<file path="src/rtl/ffxp_pkg.sv">
// ----------------------------------------------------------------------------
// ffxp_pkg
// Shared types and constants of the frame fragmenter with XOR parity.
// ----------------------------------------------------------------------------
package ffxp_pkg;

  localparam int PARITY_DEPTH = 2048;
  localparam int PAR_AW       = $clog2(PARITY_DEPTH);
  localparam int FRAG_LIMIT   = (PARITY_DEPTH < 2048) ? PARITY_DEPTH : 2048;
  localparam int REG_W        = 12;
  localparam int DIV_W        = 25;

  localparam logic [15:0] MAX_COUNT = 16'hFFFF;
  localparam logic [11:0] FRAG_RESET = 12'd1400;

  typedef enum logic [0:0] {
    REG_MAX_FRAG = 1'b0,
    REG_FEC_EN   = 1'b1
  } reg_idx_t;

  typedef enum logic {
    MODE_DATA   = 1'b0,
    MODE_PARITY = 1'b1
  } item_mode_t;

  typedef struct packed {
    item_mode_t  mode;
    logic [7:0]  data;
    logic [23:0] size;
  } q_item_t;

  typedef struct packed {
    logic [11:0] frag_size;
    logic        fec_enable;
  } cfg_t;

  typedef struct packed {
    logic             start;
    logic [DIV_W-1:0] dividend;
    logic [11:0]      divisor;
  } div_req_t;

  typedef struct packed {
    logic             busy;
    logic             done;
    logic [DIV_W-1:0] quotient;
  } div_rsp_t;

  typedef struct packed {
    logic [7:0]  byte_value;
    logic        role;
    logic [15:0] frag_idx;
    logic [15:0] frag_cnt;
    logic [23:0] frag_base;
    logic [10:0] byte_in_fragment;
    logic        last_in_fragment;
    logic        last_in_frame;
    logic        frame_dropped;
    logic        parity_none;
  } result_t;

  typedef enum logic [2:0] {
    S_IDLE,
    S_DIV,
    S_DATA,
    S_WRITE,
    S_PREAD,
    S_EMIT
  } back_state_t;

endpackage

</file>
<file path="src/rtl/ffxp_div.sv">
// ----------------------------------------------------------------------------
// ffxp_div
// Restoring divider, one quotient bit per cycle, used once per frame to
// find the fragment count.
// ----------------------------------------------------------------------------
module ffxp_div (
  input  logic              clk,
  input  logic              rst,
  input  ffxp_pkg::div_req_t req,
  output ffxp_pkg::div_rsp_t rsp
);
  import ffxp_pkg::*;

  localparam int CW = $clog2(DIV_W);

  logic [DIV_W-1:0] num;
  logic [11:0]      rem;
  logic [11:0]      dvs;
  logic [CW-1:0]    cnt;
  logic             busy;
  logic             done;
  logic [12:0]      trial;
  logic             qbit;

  assign trial = {rem, num[DIV_W-1]};
  assign qbit  = (trial >= {1'b0, dvs});

  assign rsp.busy     = busy;
  assign rsp.done     = done;
  assign rsp.quotient = num;

  always_ff @(posedge clk) begin
    if (rst) begin
      busy <= 1'b0;
      done <= 1'b0;
      cnt  <= '0;
    end else begin
      done <= 1'b0;
      if (req.start) begin
        busy <= 1'b1;
        cnt  <= '0;
        num  <= req.dividend;
        rem  <= '0;
        dvs  <= req.divisor;
      end else if (busy) begin
        // The dividend shifts out at the top while quotient bits enter below.
        num <= {num[DIV_W-2:0], qbit};
        rem <= qbit ? 12'(trial - {1'b0, dvs}) : trial[11:0];
        cnt <= cnt + 1'b1;
        if (cnt == CW'(DIV_W - 1)) begin
          busy <= 1'b0;
          done <= 1'b1;
        end
      end
    end
  end

endmodule

</file>
<file path="config.mk">
export PLATFORM = sky130hd
export DESIGN_NAME = ffxp_div
export DESIGN_NICKNAME = d
export VERILOG_FILES = /design/src/rtl/ffxp_pkg.sv /design/src/rtl/ffxp_div.sv
export SDC_FILE = /design/constraint.sdc
export NUM_CORES = 1
export LEC_CHECK = 0
export ABC_CLOCK_PERIOD_IN_PS = 4610
export BUFFER_PORTS_ARGS = -buffer_cell sky130_fd_sc_hd__buf_4
export CORE_MARGIN = 10
export CORE_UTILIZATION = 49
export DETAILED_ROUTE_END_ITERATION = 6
export GPL_TIMING_DRIVEN = 0
export PLACE_DENSITY = 0.73
export SLEW_MARGIN = 10
export SYNTH_ARGS = -nofsm -noshare
export SYNTH_HDL_FRONTEND = slang
export SYNTH_SLANG_ARGS = --single-unit
</file>
<file path="constraint.sdc">
create_clock -name clk -period 4.61 [get_ports clk]
set_clock_uncertainty 0.15 [all_clocks]
set_input_delay 0.922 -clock clk [delete_from_list [all_inputs] [get_ports clk]]
set_output_delay 0.922 -clock clk [all_outputs]
set_load 0.01 [all_outputs]
</file>
# Yosys cells after proc, flatten, opt, wreduce, memory -nomap -nowiden
# Index checks and enable logic that the tools add are counted.
[word_totals] register_bits=56 inputBits=40 elab_cells=25
[classes] addsub=2 n_lt_le_gt_ge=1 n_eq_ne=1 n_mux=8 bitwise=2 reduce_logical=5
[op_table] op="2-to-1 mux 25 bit" count=2
[op_table] op="2-to-1 mux 12 bit" count=2
[op_table] op=">= comparator 13 x 12 -> 1 bit" count=1
[op_table] op="subtractor 12 bit" count=1
[op_table] op="adder 5 x 1 -> 5 bit, second input constant" count=1
[op_table] op="equality test 5 bit, second input constant" count=1
[op_table] op="2-to-1 mux 1 bit" count=4
[op_table] op="AND reduction 2 bit" count=2
[op_table] op="OR reduction 3 bit" count=1
[op_table] op="inverter 1 bit" count=2
[op_table] op="nonzero test 2 bit" count=1
[op_table] op="OR reduction 2 bit" count=1

# Logic depth before layout (Yosys ltp)
[depth] ltp_word=4 mapped_depth=10 depth_no_buf=9

# Worst setup path before layout
# OpenSTA, ideal clock, no wires.
[synth_path] path_type="input-to-reg" startpoint="in req[37] in the netlist's numbering" endpoint="reg num[0], enable pin" setup_time_ps=431 arrival_time_ps=2912 required_ps=4029 slack_ps=1117 cell_stages=3 path_buffers=1 path_cell_list="clkbuf_1 -> nor2_1 -> nor2_1"
[synth_between] elab_chain_len=2
[synth_lines] item="from (decl)" line_no="ffxp_div.sv:9" source="input ffxp_pkg::div_req_t req,"
[synth_lines] item="nonzero test 2 bit (no source line)"
[synth_lines] item="AND reduction 2 bit (no source line)"
[synth_lines] item="to (signal assigned)" line_no="ffxp_div.sv:42" source="num <= req.dividend;"
[synth_lines] item="to (signal assigned)" line_no="ffxp_div.sv:47" source="num <= {num[DIV_W-2:0], qbit};"
[synth_lines] item="to (decl)" line_no="ffxp_div.sv:16" source="logic [DIV_W-1:0] num;"
# No other way between the ends.
# A chain may end at the register's enable or synchronous reset.

# Worst setup path in the final report
[layout_path] startpoint="in req[37] in the netlist's numbering" endpoint="reg dvs[3], enable pin"
[layout_between] elab_chain_len=1
[layout_lines] item="AND reduction 2 bit (no source line)"
[layout_lines] item="to (signal assigned)" line_no="ffxp_div.sv:44" source="dvs <= req.divisor;"
[layout_lines] item="to (decl)" line_no="ffxp_div.sv:18" source="logic [11:0] dvs;"
# No other way between the ends.

==> results.json <==
{
  "required_ps": 4390,
  "syn_avg_cell_area_um2": 12.5,
  "min_from": "cnt[4]$_SDFFE_PP0P_",
  "wire_per_inst_um": 16.9,
  "final_common_cell": "buf_4",
  "ys_seq_area_share_pct": 52.8,
  "cp.arrival_ps": 2470,
  "fp.dieH_um": 98.9,
  "place_area_mm2": 0.00366,
  "start_util_pct": 50.9,
  "powerDensity_mw_per_mm2": 319,
  "cts_resized": 0,
  "grt_pass1_wl_um": 11000,
  "gp_congestion": 0.839,
  "worstMarginPinSlew_ps": 1080,
  "final_cell_area_mm2": 0.00374,
  "setup_violations": 0,
  "ys_warn_count": 0,
  "ir_worst_vdd_v": 0.000200,
  "timing.rr.start": "num[24]$_DFFE_PP_",
  "ys_ff_latch": 56,
  "insertion_delay_ps": 310,
  "coreArea_mm2": 0.00599,
  "ant_nets": 0,
  "synthesis.nets": 299,
  "drt-total-wl_um": 6630,
  "drive_gt1_share_pct": 39.6,
  "row_count": 28,
  "remaining_drc_errors": 0,
  "htreeDepth": 2,
  "dr_total_vias": 2134,
  "area_growth_pct": 22.6,
  "slowest_stage": "nor2_1",
  "synthArstFlopShare_pct": 0,
  "path_max_fanout": 12,
  "cts_made_buffers": 5,
  "path_class": "primary input to flip-flop",
  "rsz0062_at_grt": "no",
  "fmax_mhz": 373,
  "path_clk_slew_ps": 90,
  "hold_viol": 0,
  "critPathLaunch": "req[37]",
  "period_share_pct": 58.2,
  "final_max_slew_viol_count": 0,
  "synthesis.instances": 244,
  "drt-initial-drc-count": 114,
  "synth_edf_count": 49,
  "p_leak_uw": 0.00151,
  "grt_usage_pct": 13.6,
  "tns_ps": 0,
  "crit_chain": "clkbuf_1 > inv_1 > nor2_1",
  "clockBufferDepth": 2,
  "grt_max_degree": 31,
  "portBuffers": 65,
  "period_needed_ps": 2680,
  "final_net_count": 372,
  "mostFrequentLayoutCells": "buf_4 (68), edfxtp_1 (49), mux2_2 (24)",
  "outcome": "finished clean",
  "die_width_um": 98.9,
  "crit_path_start_kind": "primary input",
  "grt-ovfl-total": 0,
  "cts_tree": "yes",
  "synthFlopType": "edfxtp_1",
  "ctsHoldBuffers": 0,
  "diodes": 0,
  "clock-root-buffer": "clkbuf_8",
  "endpoint_kind": "flip-flop",
  "post_cts.repair.setup_buffers": 0,
  "grt_pass1_vias": 2258,
  "antenna_found_initial": 0,
  "syn_area_mm2": 0.00305,
  "slew_headroom_pct": 27.6,
  "die_area_mm2": 0.00978,
  "min_path_type": "flip-flop to flip-flop",
  "critPathMaxStageDelay_ps": 880,
  "cts.sinks": 56,
  "first_pass_iters": 4,
  "dp_hpwl_um": 5030,
  "viasPerCell": 5.43,
  "max_cap_violations": 0,
  "num_io_pins": 67,
  "synth_cell_type_count": 57
}
-- layout make-up --
| class | instances | area (um^2) |
|---|---|---|
| clock inverters | 1 | 3.75 |
| clock buffers | 7 | 76.3 |
| repair buffers | 66 | 508 |
| inverters | 18 | 67.6 |
| multi-input cells | 156 | 1290 |
| well taps | 75 | 93.8 |
| fillers | 497 | 2250 |
| plain buffers | 14 | 90.1 |
| flip-flops and latches | 56 | 1610 |
-- registers in the layout, summed over array words and instances, names as in the netlist --
name  cells
cnt       5
busy      1
dvs      12
num      25
rem      12
done      1
-- stage by stage --
| step | instances | power, uW | hold WS, ps | util [%] | setup slack [ps] |
|---|---|---|---|---|---|
| finish | 393 | 1190 | 412 | 62.4 | 1930 |
| global placement | 384 | 936 | 347 | 60.7 | 137 |
| CTS | 393 | 1200 | 408 | 62.4 | 1840 |
| global route | 393 | 1250 | 437 | 62.4 | 1730 |
| floorplan | 244 | 845 | 322 | - | 1120 |
| detailed placement | 385 | 943 | 388 | 61.1 | 1530 |
-- where the power goes --
part / switching (uW) / total [uW] / leakage, uW / internal, uW
registers: 17.1 / 615 / 0.000525 / 598
logic: 163 / 317 / 0.000943 / 154
clock network: 156 / 263 / 0.0000399 / 106
-- final timing paths --
kind	cells past startpoint	slack, ps	to
worst max register to register	9	2120	rem[8]$_SDFFCE_PP0P_
worst min-delay path	2	410	cnt[4]$_SDFFE_PP0P_
worst max-delay path	3	1930	dvs[3]$_DFFE_PP_
worst min register to register	2	410	cnt[4]$_SDFFE_PP0P_
-- synthesized netlist by cell type (2+ instances only) --
master | instances | share of area (%)
and3_1 | 3 | 0.62
mux2_2 | 24 | 8.9
buf_6 | 3 | 1.1
or3_1 | 2 | 0.41
edfxtp_1 | 49 | 48
nand3b_1 | 2 | 0.49
o21ai_0 | 2 | 0.33
inv_1 | 18 | 2.2
a21oi_1 | 11 | 1.8
a31oi_1 | 3 | 0.62
nor2_1 | 14 | 1.7
nand3_1 | 12 | 2.0
nand2_1 | 4 | 0.49
o21a_1 | 2 | 0.49
xor2_1 | 6 | 1.7
a211oi_2 | 2 | 0.82
ha_1 | 14 | 5.7
xnor2_1 | 5 | 1.4
nor3_1 | 3 | 0.49
buf_2 | 3 | 0.49
a211o_1 | 2 | 0.57
o21ai_1 | 8 | 1.3
nand4_1 | 2 | 0.41
buf_4 | 3 | 0.74
clkbuf_1 | 5 | 0.62
a21oi_2 | 3 | 0.86
o2111ai_1 | 2 | 0.57
a211oi_1 | 2 | 0.49
dfxtp_1 | 7 | 4.6
-- cell families (layout without fill, tap and decap cells) --
group / after synthesis / after routing / share of synthesized area [%]
AO/OA/AOI/OAI: 52 / 52 / 13.4
AND/OR/NAND/NOR: 52 / 52 / 9.43
XOR/XNOR: 11 / 11 / 3.16
flip-flops: 56 / 56 / 52.8
buffers and inverters: 32 / 106 / 5.17
multiplexers: 26 / 26 / 9.68
adder cells (fa/ha/maj): 15 / 15 / 6.40
-- routing by layer --
| metal | routed length, um | track usage (%) | share of wire, % | vias up |
|---|---|---|---|---|
| met2 | 3070 | 20.8 | 46 | 64 |
| met3 | 674 | 6.84 | 10 | 9 |
| li1 | - | - | - | 1048 |
| met1 | 2760 | 15.9 | 42 | 1013 |
| met5 | 0 | 0 | 0 | - |
| met4 | 129 | 5.29 | 1.9 | 0 |
-- critical path: cells and delay by family --
family | cells | cell delay [ps]
buffers and inverters | 2 | 670
and+or+nand+nor | 1 | 880
(Power assumes the default switching activity.)
