File: config.mk
export PLATFORM = sky130hd
export DESIGN_NAME = ffxp_front_flat
export DESIGN_NICKNAME = d
export VERILOG_FILES = /design/src/rtl/ffxp_pkg.sv /design/src/rtl/ffxp_in_if.sv /design/src/rtl/ffxp_front.sv /design/src/flat_wrapper.sv
export SDC_FILE = /design/constraint.sdc
export NUM_CORES = 1
export LEC_CHECK = 0
export BUFFER_PORTS_ARGS = -buffer_cell sky130_fd_sc_hd__buf_2
export CORE_ASPECT_RATIO = 2
export CORE_MARGIN = 1.5
export CORE_UTILIZATION = 55
export DETAILED_ROUTE_END_ITERATION = 12
export GPL_TIMING_DRIVEN = 1
export HOLD_SLACK_MARGIN = 0.03
export PLACE_DENSITY_LB_ADDON = 0.05
export SLEW_MARGIN = 20
export SYNTH_ARGS = -nofsm -noshare
export SYNTH_HDL_FRONTEND = slang
export SYNTH_SLANG_ARGS = --single-unit
File: constraint.sdc
create_clock -name clk -period 3.15 [get_ports clk]
set_clock_uncertainty 0.1 [all_clocks]
set_input_delay 0.315 -clock clk [delete_from_list [all_inputs] [get_ports clk]]
set_output_delay 0.315 -clock clk [all_outputs]
set_load 0.02 [all_outputs]
File: src/rtl/ffxp_pkg.sv
// ----------------------------------------------------------------------------
// ffxp_pkg
// Shared types and constants of the frame fragmenter with XOR parity.
// ----------------------------------------------------------------------------
package ffxp_pkg;

  localparam int PARITY_DEPTH = 2048;
  localparam int PAR_AW       = $clog2(PARITY_DEPTH);
  localparam int FRAG_LIMIT   = (PARITY_DEPTH < 2048) ? PARITY_DEPTH : 2048;
  localparam int REG_W        = 12;
  localparam int DIV_W        = 25;

  localparam logic [15:0] MAX_COUNT = 16'hFFFF;
  localparam logic [11:0] FRAG_RESET = 12'd1400;

  typedef enum logic [0:0] {
    REG_MAX_FRAG = 1'b0,
    REG_FEC_EN   = 1'b1
  } reg_idx_t;

  typedef enum logic {
    MODE_DATA   = 1'b0,
    MODE_PARITY = 1'b1
  } item_mode_t;

  typedef struct packed {
    item_mode_t  mode;
    logic [7:0]  data;
    logic [23:0] size;
  } q_item_t;

  typedef struct packed {
    logic [11:0] frag_size;
    logic        fec_enable;
  } cfg_t;

  typedef struct packed {
    logic             start;
    logic [DIV_W-1:0] dividend;
    logic [11:0]      divisor;
  } div_req_t;

  typedef struct packed {
    logic             busy;
    logic             done;
    logic [DIV_W-1:0] quotient;
  } div_rsp_t;

  typedef struct packed {
    logic [7:0]  byte_value;
    logic        role;
    logic [15:0] frag_idx;
    logic [15:0] frag_cnt;
    logic [23:0] frag_base;
    logic [10:0] byte_in_fragment;
    logic        last_in_fragment;
    logic        last_in_frame;
    logic        frame_dropped;
    logic        parity_none;
  } result_t;

  typedef enum logic [2:0] {
    S_IDLE,
    S_DIV,
    S_DATA,
    S_WRITE,
    S_PREAD,
    S_EMIT
  } back_state_t;

endpackage

File: src/rtl/ffxp_in_if.sv
// ----------------------------------------------------------------------------
// ffxp_in_if
// Input channel: one payload byte or parity request per item.
// ----------------------------------------------------------------------------
interface ffxp_in_if;
  logic        valid;
  logic        ready;
  logic        mode;
  logic [7:0]  payload_byte;
  logic [23:0] frame_size;

  modport source(output valid, mode, payload_byte, frame_size, input ready);
  modport sink(input valid, mode, payload_byte, frame_size, output ready);
endinterface

File: src/rtl/ffxp_front.sv
// ----------------------------------------------------------------------------
// ffxp_front
// Accepts items, tags them as data or parity request, normalizes the frame
// size and holds them in a two-entry queue for the back end.
// ----------------------------------------------------------------------------
module ffxp_front (
  input  logic             clk,
  input  logic             rst,
  ffxp_in_if.sink          payload,
  output ffxp_pkg::q_item_t q_item,
  output logic             q_valid,
  input  logic             q_pop
);
  import ffxp_pkg::*;

  localparam int QDEPTH = 2;
  localparam int QAW    = $clog2(QDEPTH);

  q_item_t            slots [QDEPTH];
  q_item_t            incoming;
  logic [QAW-1:0]     wr_ptr;
  logic [QAW-1:0]     rd_ptr;
  logic [QAW:0]       fill;
  logic               push;

  assign payload.ready = (fill != (QAW+1)'(QDEPTH));
  assign push          = payload.valid && payload.ready;
  assign q_valid       = (fill != '0);
  assign q_item        = slots[rd_ptr];

  // A frame size of zero behaves as a one-byte frame.
  always_comb begin
    incoming.mode = item_mode_t'(payload.mode);
    incoming.data = payload.payload_byte;
    incoming.size = (payload.frame_size == 24'd0) ? 24'd1 : payload.frame_size;
  end

  always_ff @(posedge clk) begin
    if (push) begin
      slots[wr_ptr] <= incoming;
    end
  end

  always_ff @(posedge clk) begin
    if (rst) begin
      wr_ptr <= '0;
      rd_ptr <= '0;
      fill   <= '0;
    end else begin
      if (push) begin
        wr_ptr <= wr_ptr + 1'b1;
      end
      if (q_pop) begin
        rd_ptr <= rd_ptr + 1'b1;
      end
      fill <= fill + (QAW+1)'(push) - (QAW+1)'(q_pop);
    end
  end

endmodule

File: src/flat_wrapper.sv
// flat-port wrapper written by rule: the top's interface ports become plain ports
module ffxp_front_flat import ffxp_pkg::*;
  (clk, rst, q_item, q_valid, q_pop, payload_valid, payload_mode, payload_payload_byte, payload_frame_size, payload_ready);
  ffxp_in_if payload_i ();
  input  logic clk;
  input  logic rst;
  output ffxp_pkg::q_item_t q_item;
  output logic q_valid;
  input  logic q_pop;
  input wire logic [$bits(payload_i.valid)-1:0] payload_valid;
  input wire logic [$bits(payload_i.mode)-1:0] payload_mode;
  input wire logic [$bits(payload_i.payload_byte)-1:0] payload_payload_byte;
  input wire logic [$bits(payload_i.frame_size)-1:0] payload_frame_size;
  output wire logic [$bits(payload_i.ready)-1:0] payload_ready;
  assign payload_i.valid = payload_valid;
  assign payload_i.mode = payload_mode;
  assign payload_i.payload_byte = payload_payload_byte;
  assign payload_i.frame_size = payload_frame_size;
  assign payload_ready = payload_i.ready;
  ffxp_front u_core (.clk(clk), .rst(rst), .payload(payload_i), .q_item(q_item), .q_valid(q_valid), .q_pop(q_pop));
endmodule
After elaboration in Yosys (flattened, before gate mapping)
Memory sizes are Yosys's and may differ from the RTL's. A register that Yosys moved wholly into a read port is not among the register bits.
Index checks and enable logic that the tools add are counted.
- reductions and logical operators: 3
- multiplexer cells: 5
- equal/unequal tests: 1
- add/sub/neg operators: 4
- operators with widths (cell ; number):
    $logic_not 24->1 ; 1
    $mux 24 ; 1
    $mux 1 ; 4
    $add 1x1->1 const B ; 2
    $add 2x1->2 ; 1
    $ne 2x2->1 const B ; 1
    $reduce_bool 2->1 ; 1
    $sub 2x1->2 ; 1
    $logic_and 1x1->1 ; 1
- bits of input ports: 37
- memories: 1
- bits in writable memories: 66
- output and inout bits: 35
- register bits: 4
- memory list (memory ; words ; width ; rd ports ; clocked after memory_dff ; write ports ; line ; RTL):
    u_core.slots ; 2 ; 33 ; 1 ; 1 ; 1 ; ffxp_front.sv:19 ; q_item_t slots [QDEPTH];

Longest topological paths before layout
- depth in word-level cells: 4
- depth in mapped cells: 7
- depth with buffers taken out: 7

Worst setup path before layout
OpenSTA, ideal clock, no wires.
- kind: reg-to-reg
- start: register u_core.fill[0]
- end: memory u_core.slots[1][0] in the netlist's numbering, enable pin
- required time: 2.657 ns
- stages on the path, launching flop included: 3
- setup slack: 1.289 ns
- arrival: 1.368 ns
- path buffers: 0
- cell sequence: dfxtp_1 > nand2b_4 > and3_1
- word-level cells in the longest chain between the ends: 4
- RTL lines (element ; line ; RTL):
    start: declaration ; ffxp_front.sv:23 ; logic [QAW:0] fill;
    start signal: assignment ; ffxp_front.sv:56 ; fill <= fill + (QAW+1)'(push) - (QAW+1)'(q_pop);
    $ne 2x2->1 ; ffxp_front.sv:26 ; assign payload.ready = (fill != (QAW+1)'(QDEPTH));
    via payload_ready ; flat_wrapper.sv:14 ; output wire logic [$bits(payload_i.ready)-1:0] payload_ready;
    $logic_and 1x1->1 ; ffxp_front.sv:27 ; assign push = payload.valid && payload.ready;
    $mux 1 ; ffxp_front.sv:39 ; if (push) begin
    $mux 1 (not written as such) ; ffxp_front.sv:40 ; slots[wr_ptr] <= incoming;
    end: declaration ; ffxp_front.sv:19 ;
The timed path passes the listed nets, and every way through them passes these cells.

==> results_dict.tcl <==
set metrics [dict create \
    status "completed" \
    root_buffer "clkbuf_8" \
    avgSynthCellArea_um2 18.2 \
    syn_nets 199 \
    yosys.area.top_type "edfxtp_1" \
    min_period_ns 2.32 \
    dp_cells 266 \
    power_w 0.00225 \
    critPathCaptureType "output port" \
    synth_edf_count 66 \
    maxSlewViolCount 0 \
    fin_tns_setup_ns 0 \
    ios 72 \
    synth_top_flop_cell "edfxtp_1" \
    layout_setup_ws_ns 0.835 \
    fmax_mhz 432 \
    cts_max_path_buffers 2 \
    grt.overflow.total 0 \
    period_share_pct 73.5 \
    nets 258 \
    switching_share_pct 26.0 \
    path_class "reg -> out" \
    syn_to_final_growth_pct 15.9 \
    power.density_nw_per_um2 667 \
    whs_path_depth 1 \
    worst-slew-pin-transition_ns 0.689 \
    yosys.cell_types.count 25 \
    clock_power_share_pct 26.2 \
    cts_buffers 9 \
    slew_headroom_pct 54.1 \
    gp_congestion 0.688 \
    cts_resized 0 \
    clock_sinks 71 \
    maxCapViolations 0 \
    clk_pin_slew_ns 0.07 \
    dp_slack_ns 1.17 \
    synth_warnings 0 \
    layout-drive-gt1-share_pct 54.9 \
    p_comb_share_pct 20.3 \
    die_w_um 54.5 \
    start_util_pct 56.8 \
    power.leakage_nw 1.35 \
    yosysTopAreaCellShare_pct 68.0 \
    dieArea_um2 5770 \
    syn_area_um2 2920 \
    vdd_drop_max_mv 0.445 \
    num_rows 37 \
    power_switching_w 0.000587 \
    coreArea_um2 5140 \
    hold_viol 0 \
    die-height_um 106 \
    setup_viol 0 \
    synth.ff_latch_count 71 \
    drc 0 \
    synth_cells 160 \
    wl_per_cell_um 16.8 \
    io_buffers 71 \
    wl_um 4730 \
    cp-start-kind "flip-flop" \
    grt_usage_pct 18.6 \
    pwr-share-seq_pct 53.5 \
    reg2reg_depth 4 \
    final_cells 282 \
    route.vias.total 1446 \
    min_path_type "in -> reg" \
    antenna_found_initial 0 \
    grt_max_degree 34 \
    p_int_w 0.00167 \
    vias_per_cell 5.13 \
    dr.pass1.iters 4 \
    critPathMaxFanout 22 \
    grt_first_pass_wirelength_um 7310 \
    h-tree-depth 3 \
    postCtsSetupBuffers 0 \
    hold_buffers 0 \
    dr.first_iter.drc_count 24 \
    async_reset_ff_share_pct 0 \
    cts_tree "built" \
    crit_arrival_ns 1.90 \
    rsz0062_at_grt "no" \
    cp.required_ns 2.73 \
    synth-seq-area-share_pct 71.4 \
    synth_area_leaders "edfxtp_1 68%, mux2_4 15%, dfxtp_1 3.4%" \
    fillCellCount 382 \
    final_antenna_net_count 0 \
    grt_pass1_vias 1571 \
    num_antenna_cells 0 \
    clock_latency_ns 0.33 \
]
## stage by stage
step	utilization, %	cell area, um2	hold slack (ns)
finish	65.8	3380	0.0636
detailed placement	62.6	3220	0.409
global placement	62.6	3220	0.403
CTS	65.8	3380	0.0506
global route	65.8	3380	0.0553
floorplan	-	2920	0.284
## synth_stat cells, types with 2 or more instances
cell type,instances
mux2_4,30
buf_12,3
dfxtp_1,5
nor4_1,6
inv_1,3
edfxtp_1,66
ha_1,2
nor2_1,3
clkbuf_1,23
and2_1,2
mux2_2,3
## worst paths after layout
path | start | endpoint | slack (ns)
max | flip-flop | q_item[13] | 0.83
min | payload_payload_byte[0] | u_core.slots[0][24] | 0.06
max reg2reg | u_core.fill[0] | u_core.slots[0][5] | 1.26
min reg2reg | u_core.rd_ptr | u_core.rd_ptr | 0.43
## layer usage
metal  vias to the layer above  routed length, um  share of wire [%]  global-route usage (%)
met1                       690               1710                 36                    20.5
met4                         0                106                2.2                    11.8
met3                         9                205                4.3                    3.51
met5                         -                  0                  0                       0
met2                        47               2710                 57                    30.8
li1                        700                  -                  -                       -
## final cells by class
class | instances | area [um2] | share of cell area, %
sequential | 71 | 2080 | 61.6
multi-input combinational | 59 | 666 | 19.7
timing repair buffer | 75 | 385 | 11.4
clock buffer | 13 | 149 | 4.41
tap | 58 | 72.6 | 2.15
clock inverter | 3 | 12.5 | 0.370
inverter | 3 | 11.3 | 0.333
## sequential cells by signal, indices dropped and copies added (netlist names), named ones only
name,count
u_core.slots,66
u_core.fill,2
u_core.rd_ptr,1
u_core.wr_ptr,1
## power groups by stage
stage	clock network (W)	registers, W	logic [W]
final	0.000591	0.00121	0.000457
after global routing	0.000648	0.00122	0.000498
after CTS	0.000607	0.00121	0.000466
after floorplan	0	0.00120	0.000359
after global placement	0	0.00122	0.000452
after detailed placement	0	0.00123	0.000465
## cell usage in the layout, fill, tap and decap left out, types with 2 or more instances in the layout
cell and instances:
buf_2 71, edfxtp_1 66, mux2_4 30, clkbuf_8 10, nor4_1 6, buf_4 4, dfxtp_1 4, mux2_2 3
inv_1 3, nor2_1 3, clkbuf_1 3, and2_1 2, ha_1 2, clkinv_1 2
## critical path, stage by stage, from the launching register on
cell and delay, ns:
dfxtp_2 0.78, buf_4 0.31, mux2_4 0.32, buf_2 0.16
## kinds of logic (layout without fill, tap and decap cells)
logic type	Yosys count	after routing	synth area share, %
DFF	71	71	71.4
and+or+nand+nor	19	19	3.99
adders and majority gates	2	2	0.858
AOI/OAI and AO/OA	3	3	0.772
muxes	33	33	16.6
xor gates and xnor gates	2	2	0.601
buffers and inverters	30	94	5.79
(Power assumes the default switching activity.)
